File: src/rtl/glyph_coverage_blit_top_macros.svh
// assertion helpers for the top level rtl, clocked on i_clk, quiet during reset
`ifndef GLYPH_COVERAGE_BLIT_TOP_MACROS_SVH
`define GLYPH_COVERAGE_BLIT_TOP_MACROS_SVH

// same-cycle implication
`define GCB_ASSERT_NOW(lbl, ante, cons, msg) \
    lbl: assert property (@(posedge i_clk) disable iff (!i_rst_n) \
        (ante) |-> (cons)) else $error(msg);

// next-cycle implication
`define GCB_ASSERT_NEXT(lbl, ante, cons, msg) \
    lbl: assert property (@(posedge i_clk) disable iff (!i_rst_n) \
        (ante) |=> (cons)) else $error(msg);

`endif

File: src/rtl/gcb_pkg.sv
`timescale 1ns / 1ps

package gcb_pkg;

    // configuration register indexes
    localparam logic [2:0] CFG_ORIGIN_X      = 3'd0;
    localparam logic [2:0] CFG_ORIGIN_Y      = 3'd1;
    localparam logic [2:0] CFG_SURFACE_PITCH = 3'd2;
    localparam logic [2:0] CFG_ELEMENT_SIZE  = 3'd3;
    localparam logic [2:0] CFG_GLYPH_WIDTH   = 3'd4;
    localparam logic [2:0] CFG_GLYPH_ROWS    = 3'd5;
    localparam logic [2:0] CFG_DRAW_COLOR    = 3'd6;
    localparam logic [2:0] CFG_STORE_MODE    = 3'd7;

    // store modes
    localparam logic MODE_OPAQUE = 1'b0;
    localparam logic MODE_ALPHA  = 1'b1;

    // bytes written per pixel in each mode
    localparam logic [2:0] BYTES_OPAQUE = 3'd3;
    localparam logic [2:0] BYTES_ALPHA  = 3'd4;

    // glyph placement and surface geometry
    typedef struct packed {
        logic [11:0] origin_x;
        logic [11:0] origin_y;
        logic [15:0] surface_pitch;
        logic [2:0]  element_size;
        logic [10:0] glyph_width;
        logic [10:0] glyph_rows;
    } t_geom;

    // control from the top level to the address generator
    typedef struct packed {
        logic rearm;
        logic step;
    } t_agen_ctrl;

endpackage

File: src/rtl/glyph_coverage_blit_top.sv
// glyph coverage blit
//
// Input channel: one coverage byte per item on i_coverage, taken at a clock
// edge with i_in_valid high and o_in_stall low. Bytes come in glyph row order.
// Output channel: one result per input item (offset, write enable, pixel
// bytes, byte count, glyph done), taken when o_out_valid is high and
// i_out_stall is low.
// Configuration: i_cfg_valid/o_cfg_ready write channel, register index on
// i_cfg_index, data on i_cfg_data; o_cfg_ready is always high. Write only
// while no item is in flight. Geometry writes rearm the glyph walk.
// The input stage loads at the accepting edge and the result stage loads from
// it once the result register can advance; o_out_valid rises as it loads.
// Throughput: one item per cycle while the receiver does not stall; the offset
// step and the three 8x8 colour multiplies are combinational.
// Receiver stall: the result register holds; the input stage still fills
// once, then o_in_stall rises until the receiver takes the result.
// Reset (synchronous, active low): pipeline empty, registers at defaults
// (element size 4, width 1, rows 1), walk at the glyph origin.
`timescale 1ns / 1ps
`include "glyph_coverage_blit_top_macros.svh"

module glyph_coverage_blit_top (
    input  logic        i_clk,
    input  logic        i_rst_n,
    // coverage input
    input  logic        i_in_valid,
    output logic        o_in_stall,
    input  logic [7:0]  i_coverage,
    // result output
    output logic        o_out_valid,
    input  logic        i_out_stall,
    output logic [31:0] o_pixel_offset,
    output logic        o_write_enable,
    output logic [31:0] o_pixel_bytes,
    output logic [2:0]  o_byte_count,
    output logic        o_glyph_done,
    // configuration writes
    input  logic        i_cfg_valid,
    output logic        o_cfg_ready,
    input  logic [2:0]  i_cfg_index,
    input  logic [31:0] i_cfg_data
);
    import gcb_pkg::*;

    t_geom       r_geom;
    logic [23:0] r_color;
    logic        r_mode;

    logic        r_s1_valid;
    logic [7:0]  r_s1_coverage;
    logic [31:0] r_s1_offset;
    logic        r_s1_done;

    logic        r_out_valid;
    logic [31:0] r_out_offset;
    logic        r_out_we;
    logic [31:0] r_out_bytes;
    logic [2:0]  r_out_count;
    logic        r_out_done;

    logic        w_cfg_wr;
    logic        w_geom_wr;
    logic        w_out_adv;
    logic        w_in_acc;
    t_agen_ctrl  w_ctrl;
    logic [31:0] w_offset;
    logic        w_done;
    logic [31:0] w_bytes;
    logic        w_we;
    logic [2:0]  w_count;

    // configuration decode
    assign o_cfg_ready = 1'b1;
    always_comb begin
        w_cfg_wr  = i_cfg_valid && o_cfg_ready;
        w_geom_wr = w_cfg_wr && (i_cfg_index inside {[CFG_ORIGIN_X:CFG_GLYPH_ROWS]});
    end

    // configuration registers
    always_ff @(posedge i_clk) begin
        if (!i_rst_n) begin
            r_geom.origin_x      <= '0;
            r_geom.origin_y      <= '0;
            r_geom.surface_pitch <= '0;
            r_geom.element_size  <= 3'd4;
            r_geom.glyph_width   <= 11'd1;
            r_geom.glyph_rows    <= 11'd1;
            r_color              <= '0;
            r_mode               <= MODE_OPAQUE;
        end else if (w_cfg_wr) begin
            case (i_cfg_index)
                CFG_ORIGIN_X:      r_geom.origin_x      <= i_cfg_data[11:0];
                CFG_ORIGIN_Y:      r_geom.origin_y      <= i_cfg_data[11:0];
                CFG_SURFACE_PITCH: r_geom.surface_pitch <= i_cfg_data[15:0];
                CFG_ELEMENT_SIZE:  r_geom.element_size  <= i_cfg_data[2:0];
                CFG_GLYPH_WIDTH:   r_geom.glyph_width   <= i_cfg_data[10:0];
                CFG_GLYPH_ROWS:    r_geom.glyph_rows    <= i_cfg_data[10:0];
                CFG_DRAW_COLOR:    r_color              <= i_cfg_data[23:0];
                CFG_STORE_MODE:    r_mode               <= i_cfg_data[0];
                default: begin
                end
            endcase
        end
    end

    // pipeline flow control
    always_comb begin
        w_out_adv   = !r_out_valid || !i_out_stall;
        o_in_stall  = r_s1_valid && !w_out_adv;
        w_in_acc    = i_in_valid && !o_in_stall;
        w_ctrl.rearm = w_geom_wr;
        w_ctrl.step  = w_in_acc;
    end

    gcb_addr_gen u_addr_gen (
        .i_clk    (i_clk),
        .i_rst_n  (i_rst_n),
        .i_geom   (r_geom),
        .i_ctrl   (w_ctrl),
        .o_offset (w_offset),
        .o_done   (w_done)
    );

    // input stage
    always_ff @(posedge i_clk) begin
        if (!i_rst_n) begin
            r_s1_valid <= 1'b0;
        end else if (w_in_acc) begin
            r_s1_valid <= 1'b1;
        end else if (w_out_adv) begin
            r_s1_valid <= 1'b0;
        end
    end

    always_ff @(posedge i_clk) begin
        if (w_in_acc) begin
            r_s1_coverage <= i_coverage;
            r_s1_offset   <= w_offset;
            r_s1_done     <= w_done;
        end
    end

    gcb_shade u_shade (
        .i_coverage     (r_s1_coverage),
        .i_color        (r_color),
        .i_mode         (r_mode),
        .o_pixel_bytes  (w_bytes),
        .o_write_enable (w_we),
        .o_byte_count   (w_count)
    );

    // result stage
    always_ff @(posedge i_clk) begin
        if (!i_rst_n) begin
            r_out_valid <= 1'b0;
        end else if (w_out_adv) begin
            r_out_valid <= r_s1_valid;
        end
    end

    always_ff @(posedge i_clk) begin
        if (w_out_adv && r_s1_valid) begin
            r_out_offset <= r_s1_offset;
            r_out_we     <= w_we;
            r_out_bytes  <= w_bytes;
            r_out_count  <= w_count;
            r_out_done   <= r_s1_done;
        end
    end

    assign o_out_valid    = r_out_valid;
    assign o_pixel_offset = r_out_offset;
    assign o_write_enable = r_out_we;
    assign o_pixel_bytes  = r_out_bytes;
    assign o_byte_count   = r_out_count;
    assign o_glyph_done   = r_out_done;

    // checks on the pipeline and result packing
    `GCB_ASSERT_NEXT(a_s1_kept, r_s1_valid && !w_out_adv, r_s1_valid, "input stage item lost")
    `GCB_ASSERT_NOW(a_stall_only_full, o_in_stall, r_s1_valid && r_out_valid, "stall with room")
    `GCB_ASSERT_NOW(a_blank_no_bytes, o_out_valid && !o_write_enable, o_pixel_bytes == 32'd0,
        "bytes on a transparent pixel")
    `GCB_ASSERT_NOW(a_opaque_no_alpha, o_out_valid && o_byte_count == BYTES_OPAQUE,
        o_pixel_bytes[31:24] == 8'd0, "alpha byte set in opaque mode")

endmodule

File: src/rtl/gcb_addr_gen.sv
`timescale 1ns / 1ps

module gcb_addr_gen (
    input  logic               i_clk,
    input  logic               i_rst_n,
    input  gcb_pkg::t_geom     i_geom,
    input  gcb_pkg::t_agen_ctrl i_ctrl,
    output logic [31:0]        o_offset,
    output logic               o_done
);
    import gcb_pkg::*;

    logic [10:0] r_col;
    logic [10:0] r_row;
    logic [31:0] r_row_start;
    logic [31:0] r_cur;
    logic        r_at_origin;

    logic [27:0] w_oy_prod;
    logic [14:0] w_ox_prod;
    logic [31:0] w_origin;
    logic [31:0] w_row_start;
    logic [31:0] w_cur;
    logic [10:0] w_col_inc;
    logic [10:0] w_row_inc;
    logic        w_row_end;
    logic        w_last_row;

    // glyph origin offset from the current geometry
    always_comb begin
        w_oy_prod = i_geom.origin_y * i_geom.surface_pitch;
        w_ox_prod = i_geom.origin_x * i_geom.element_size;
        w_origin  = {4'd0, w_oy_prod} + {17'd0, w_ox_prod};
    end

    // offsets and row position for the item being taken now
    always_comb begin
        w_row_start = r_at_origin ? w_origin : r_row_start;
        w_cur       = r_at_origin ? w_origin : r_cur;
        w_col_inc   = r_col + 11'd1;
        w_row_inc   = r_row + 11'd1;
        w_row_end   = (w_col_inc == i_geom.glyph_width);
        w_last_row  = (w_row_inc == i_geom.glyph_rows);
    end

    assign o_offset = w_cur;
    assign o_done   = w_row_end && w_last_row;

    // counters and offsets, rearmed to the origin on geometry writes and glyph end
    always_ff @(posedge i_clk) begin
        if (!i_rst_n) begin
            r_col       <= '0;
            r_row       <= '0;
            r_at_origin <= 1'b1;
        end else if (i_ctrl.rearm) begin
            r_col       <= '0;
            r_row       <= '0;
            r_at_origin <= 1'b1;
        end else if (i_ctrl.step) begin
            if (o_done) begin
                r_col       <= '0;
                r_row       <= '0;
                r_at_origin <= 1'b1;
            end else if (w_row_end) begin
                r_col       <= '0;
                r_row       <= w_row_inc;
                r_row_start <= w_row_start + {16'd0, i_geom.surface_pitch};
                r_cur       <= w_row_start + {16'd0, i_geom.surface_pitch};
                r_at_origin <= 1'b0;
            end else begin
                r_col       <= w_col_inc;
                r_row_start <= w_row_start;
                r_cur       <= w_cur + {29'd0, i_geom.element_size};
                r_at_origin <= 1'b0;
            end
        end
    end

endmodule

File: src/rtl/gcb_shade.sv
`timescale 1ns / 1ps

module gcb_shade (
    input  logic [7:0]  i_coverage,
    input  logic [23:0] i_color,
    input  logic        i_mode,
    output logic [31:0] o_pixel_bytes,
    output logic        o_write_enable,
    output logic [2:0]  o_byte_count
);
    import gcb_pkg::*;

    // floor(c * v / 255) without a divider: exact for 8-bit operands
    function automatic logic [7:0] modulate(input logic [7:0] c, input logic [7:0] v);
        logic [15:0] prod;
        logic [16:0] sum;
        prod = c * v;
        sum  = {1'b0, prod} + {9'd0, prod[15:8]} + 17'd1;
        return sum[15:8];
    endfunction

    logic [23:0] w_mod;

    // three colour lanes scaled by coverage
    always_comb begin
        for (int k = 0; k < 3; k++) begin
            w_mod[k*8 +: 8] = modulate(i_color[k*8 +: 8], i_coverage);
        end
    end

    // byte packing per store mode, nothing for transparent coverage
    always_comb begin
        o_write_enable = (i_coverage != 8'd0);
        o_byte_count   = (i_mode == MODE_ALPHA) ? BYTES_ALPHA : BYTES_OPAQUE;
        if (!o_write_enable) begin
            o_pixel_bytes = '0;
        end else if (i_mode == MODE_ALPHA) begin
            o_pixel_bytes = {i_coverage, i_color};
        end else begin
            o_pixel_bytes = {8'd0, w_mod};
        end
    end

endmodule

File: config.mk
export PLATFORM = sky130hd
export DESIGN_NAME = glyph_coverage_blit_top
export DESIGN_NICKNAME = d
export VERILOG_FILES = /design/src/rtl/gcb_pkg.sv /design/src/rtl/glyph_coverage_blit_top.sv /design/src/rtl/gcb_addr_gen.sv /design/src/rtl/gcb_shade.sv
export VERILOG_INCLUDE_DIRS = /design/src /design/src/rtl
export SDC_FILE = /design/constraint.sdc
export NUM_CORES = 2
export LEC_CHECK = 0
export BUFFER_PORTS_ARGS = -buffer_cell sky130_fd_sc_hd__buf_2
export CORE_MARGIN = 2
export CORE_UTILIZATION = 45
export DETAILED_ROUTE_END_ITERATION = 8
export GPL_TIMING_DRIVEN = 1
export PLACE_DENSITY = 0.68
export SETUP_SLACK_MARGIN = 0.2
export SKIP_LAST_GASP = 1
export SLEW_MARGIN = 20
export SYNTH_ARGS = -nofsm -noshare
export SYNTH_HDL_FRONTEND = slang
export SYNTH_HIERARCHICAL = 1
export SYNTH_SLANG_ARGS = --single-unit
export TNS_END_PERCENT = 50
File: constraint.sdc
create_clock -name i_clk -period 7.7 [get_ports i_clk]
set_input_delay 0.77 -clock i_clk [delete_from_list [all_inputs] [get_ports i_clk]]
set_output_delay 0.77 -clock i_clk [all_outputs]
set_load 0.02 [all_outputs]
==> run_results.csv <==
group,metric,value,unit
sta,tns,0,ps
global_routing,grt_pass1_wl,122900,um
cells_and_area,final_cells,4318,
sta,fmax,134.3,MHz
synth,yosysWarningCount,6,
setup_path,cpPeakStageDelay,550,ps
clocking,cts.clk_slew.worst_paths,60,ps
die,fp.dieW,262.6,um
clocking,htreeDepth,2,
synth,syn_avg_cell_area,9.342,um^2
synth,synthCells,3220,
cells_and_area,postLayoutCoreUtil,52.29,%
sta,final.setup.worst_slack,256.3,ps
worst_hold_path,hold_class,"primary input to flop",
synth,synth_area,0.03008,mm^2
route,wl_per_cell,17.31,um
setup_path,rr_startpoint,"r_geom[33]",
sta,worst_pin_slew,1003,ps
die,fp-row-count,94,
route,first_pass_iters,5,
synth,yosysUniqueCellTypes,106,
pwr,p_total,4.177,mW
synth,synth_top_area_cell,"fa_1",
pwr,leakagePower,16.68,nW
synth,synth_top_cell_area_share,19.03,%
cells_and_area,layout_common_cells,"inv_1, nand2_1, and2_1",
place,dp.final_hpwl,55860,um
route,drt_iter0_drc,1413,
place,placed_cell_area,0.03234,mm^2
die,boundaryPins,120,
sta,setup_viol,0,
route,drt-total-wl,74740,um
die,start_util,45.59,%
setup_path,path_class,"flop to flop",
setup_path,critPathSlowestCell,"fa_1",
route,ant_nets,0,
setup_path,crit_end,"u_addr_gen/r_cur[25]",
global_routing,grt_usage,21.83,%
cells_and_area,design_area,0.03450,mm^2
cells_and_area,final_common_cell,"inv_1",
clocking,cts-root-buf,"clkbuf_16",
place,dp.cells,4214,
place,place.gp.congestion,0.8978,
setup_path,worstSetupEndpointType,"flop",
route,routed_via_density,5.397,
worst_hold_path,worstHoldStart,"i_coverage[6]",
global_routing,antenna_found_initial,0,
sta,finalCritPeriodShare,96.67,%
clocking,clk_path_buf_depth,3,
run_status,status,"finished clean",
die,die_h,262.6,um
synth,async_flop_share,0,%
place,place_ws,-83.37,ps
setup_path,startpoint,"r_geom[33]",
clocking,cts_hold_buf,0,
synth,synth_edf_count,174,
setup_path,r2r.worst_path.cells,29,
setup_path,crit_path_max_fanout,4,
flow_run,max-cap-violations,0,
die,die-area,0.06894,mm^2
synth,ys_ff_latch,289,
setup_path,cp.arrival,7850,ps
clocking,cts_buffers,36,
setup_path,r2r-end,"u_addr_gen/r_cur[25]",
cells_and_area,synthToLayoutAreaGrowth,14.70,%
pwr,ir_drop,0.1206,mV
pwr,pwr_density_cell,121.1,mW/mm^2
global_routing,grt_max_degree,84,
global_routing,overflow,0,
clocking,cts_tree,"built",
cells_and_area,drive_above_1_share,16.01,%
setup_path,rrSetupSlack,260,ps
cells_and_area,antenna_cells,0,
cells_and_area,fin_nets,4006,
clocking,clock_sinks,289,
route,drc,0,
sta,period_needed,7444,ps
synth,ys.flop_type,"edfxtp_1",
synth,yosysSeqAreaShare,25.02,%
sta,relSlewSlack,33.16,%
sta,finalHoldViolCount,0,
route,num_vias,23300,
die,core,0.06598,mm^2
setup_path,worst_ep_required_time,8110,ps
synth,synth.area.top_cells,"fa_1, edfxtp_1, ha_1, dfxtp_1, and2_1",
sta,whs,407.5,ps
clocking,clock_latency,570,ps
global_routing,grt_pass1_vias,23550,
synth,synthesis.nets,3798,
sta,fin_skew,30.93,ps
setup_path,cp-start-kind,"flop",
sta,slew_violations,0,
place,io_buffers,110,
sta,rsz0062_at_grt,"yes",
-- synth_stat cells, types with 11 or more instances --
cell type / number
dfxtp_1: 115
nor2b_1: 33
a21o_1: 46
nor4_1: 18
a211oi_1: 14
nor2_1: 111
mux2i_1: 113
a21oi_1: 110
o2111ai_1: 11
ha_1: 244
edfxtp_1: 174
a31oi_1: 12
buf_4: 14
xnor2_1: 92
nor3b_1: 12
nand3_1: 55
fa_1: 286
o211ai_1: 15
clkbuf_1: 87
nand2_1: 366
and2_1: 333
nand4_1: 25
nand2b_1: 26
and3_1: 24
nor3_1: 43
buf_2: 26
inv_1: 407
xor2_1: 56
or3_1: 20
o21ai_0: 107
o21a_1: 15
-- critical path, delay by kind of cell, from the launching register on --
kind            cells  cell delay, ps
compound gates      9            1610
fa+ha+maj           8            3590
buf+inv             8             640
flops               1             360
simple gates        4            1100
-- where the power goes --
| part | total, mW | switching (mW) | internal [mW] |
|---|---|---|---|
| combinational | 0.636 | 0.406 | 0.230 |
| sequential | 1.78 | 0.0567 | 1.73 |
| clock | 1.76 | 0.715 | 1.04 |
| total | 4.18 | 1.18 | 3.00 |
-- flip-flops by register name, indices dropped and copies added, names as in the netlist, 11 cells and up --
name and cells:
o_pixel_offset 32, u_addr_gen/r_row_start 32, r_color 24, u_addr_gen/r_col 11, u_addr_gen/r_row 11, r_s1_offset 32
o_pixel_bytes 32, r_geom 65, u_addr_gen/r_cur 32
-- cell families after synthesis --
logic type,synth area share [%]
flip-flops,25.02
buffers and inverters,7.170
other,0.01247
adder cells (fa/ha/maj),29.18
AND/OR/NAND/NOR,19.60
AO/OA/AOI/OAI,10.42
XOR/XNOR,4.459
multiplexers,4.134
-- final cells by class --
class	count	area (um^2)
timing repair buffer	306	2056
clock inverter	23	271.5
multi-input combinational	2387	21050
inverter	408	1531
tap	864	1081
sequential	289	7581
fill	5877	31480
clock buffer	41	929.6
-- routing by layer --
metal / routed length [um] / share of wire [%] / global-route usage (%) / up-vias
li1: - / - / - / 11190
met1: 32180 / 43 / 28.12 / 11410
met2: 37160 / 50 / 38.33 / 574
met3: 3267 / 4.4 / 2.446 / 129
met4: 2135 / 2.9 / 6.912 / 0
met5: 0 / 0 / 0 / -
-- worst min path at each step --
| stage | endpoint | slack (ps) | cells past startpoint |
|---|---|---|---|
| 6_report | r_s1_coverage[6] | 410 | 1 |
| 5_1_grt | r_s1_coverage[6] | 380 | 1 |
| 4_1_cts | r_s1_coverage[5] | 380 | 1 |
| 3_5_place_dp | o_pixel_offset[3] | 410 | 0 |
| 3_3_place_gp | o_pixel_offset[4] | 400 | 0 |
| 2_1_floorplan | o_glyph_done | 400 | 0 |
-- repair_timing --
action | in CTS | in global routing
endpoints found under the setup margin | 24 | 33
resized for setup | 48 | 114
endpoints found under the hold margin | 0 | 0
setup buffers | 23 | 17
pin swaps | 24 | 72
No activity file was read; power rests on OpenSTA's default activity.
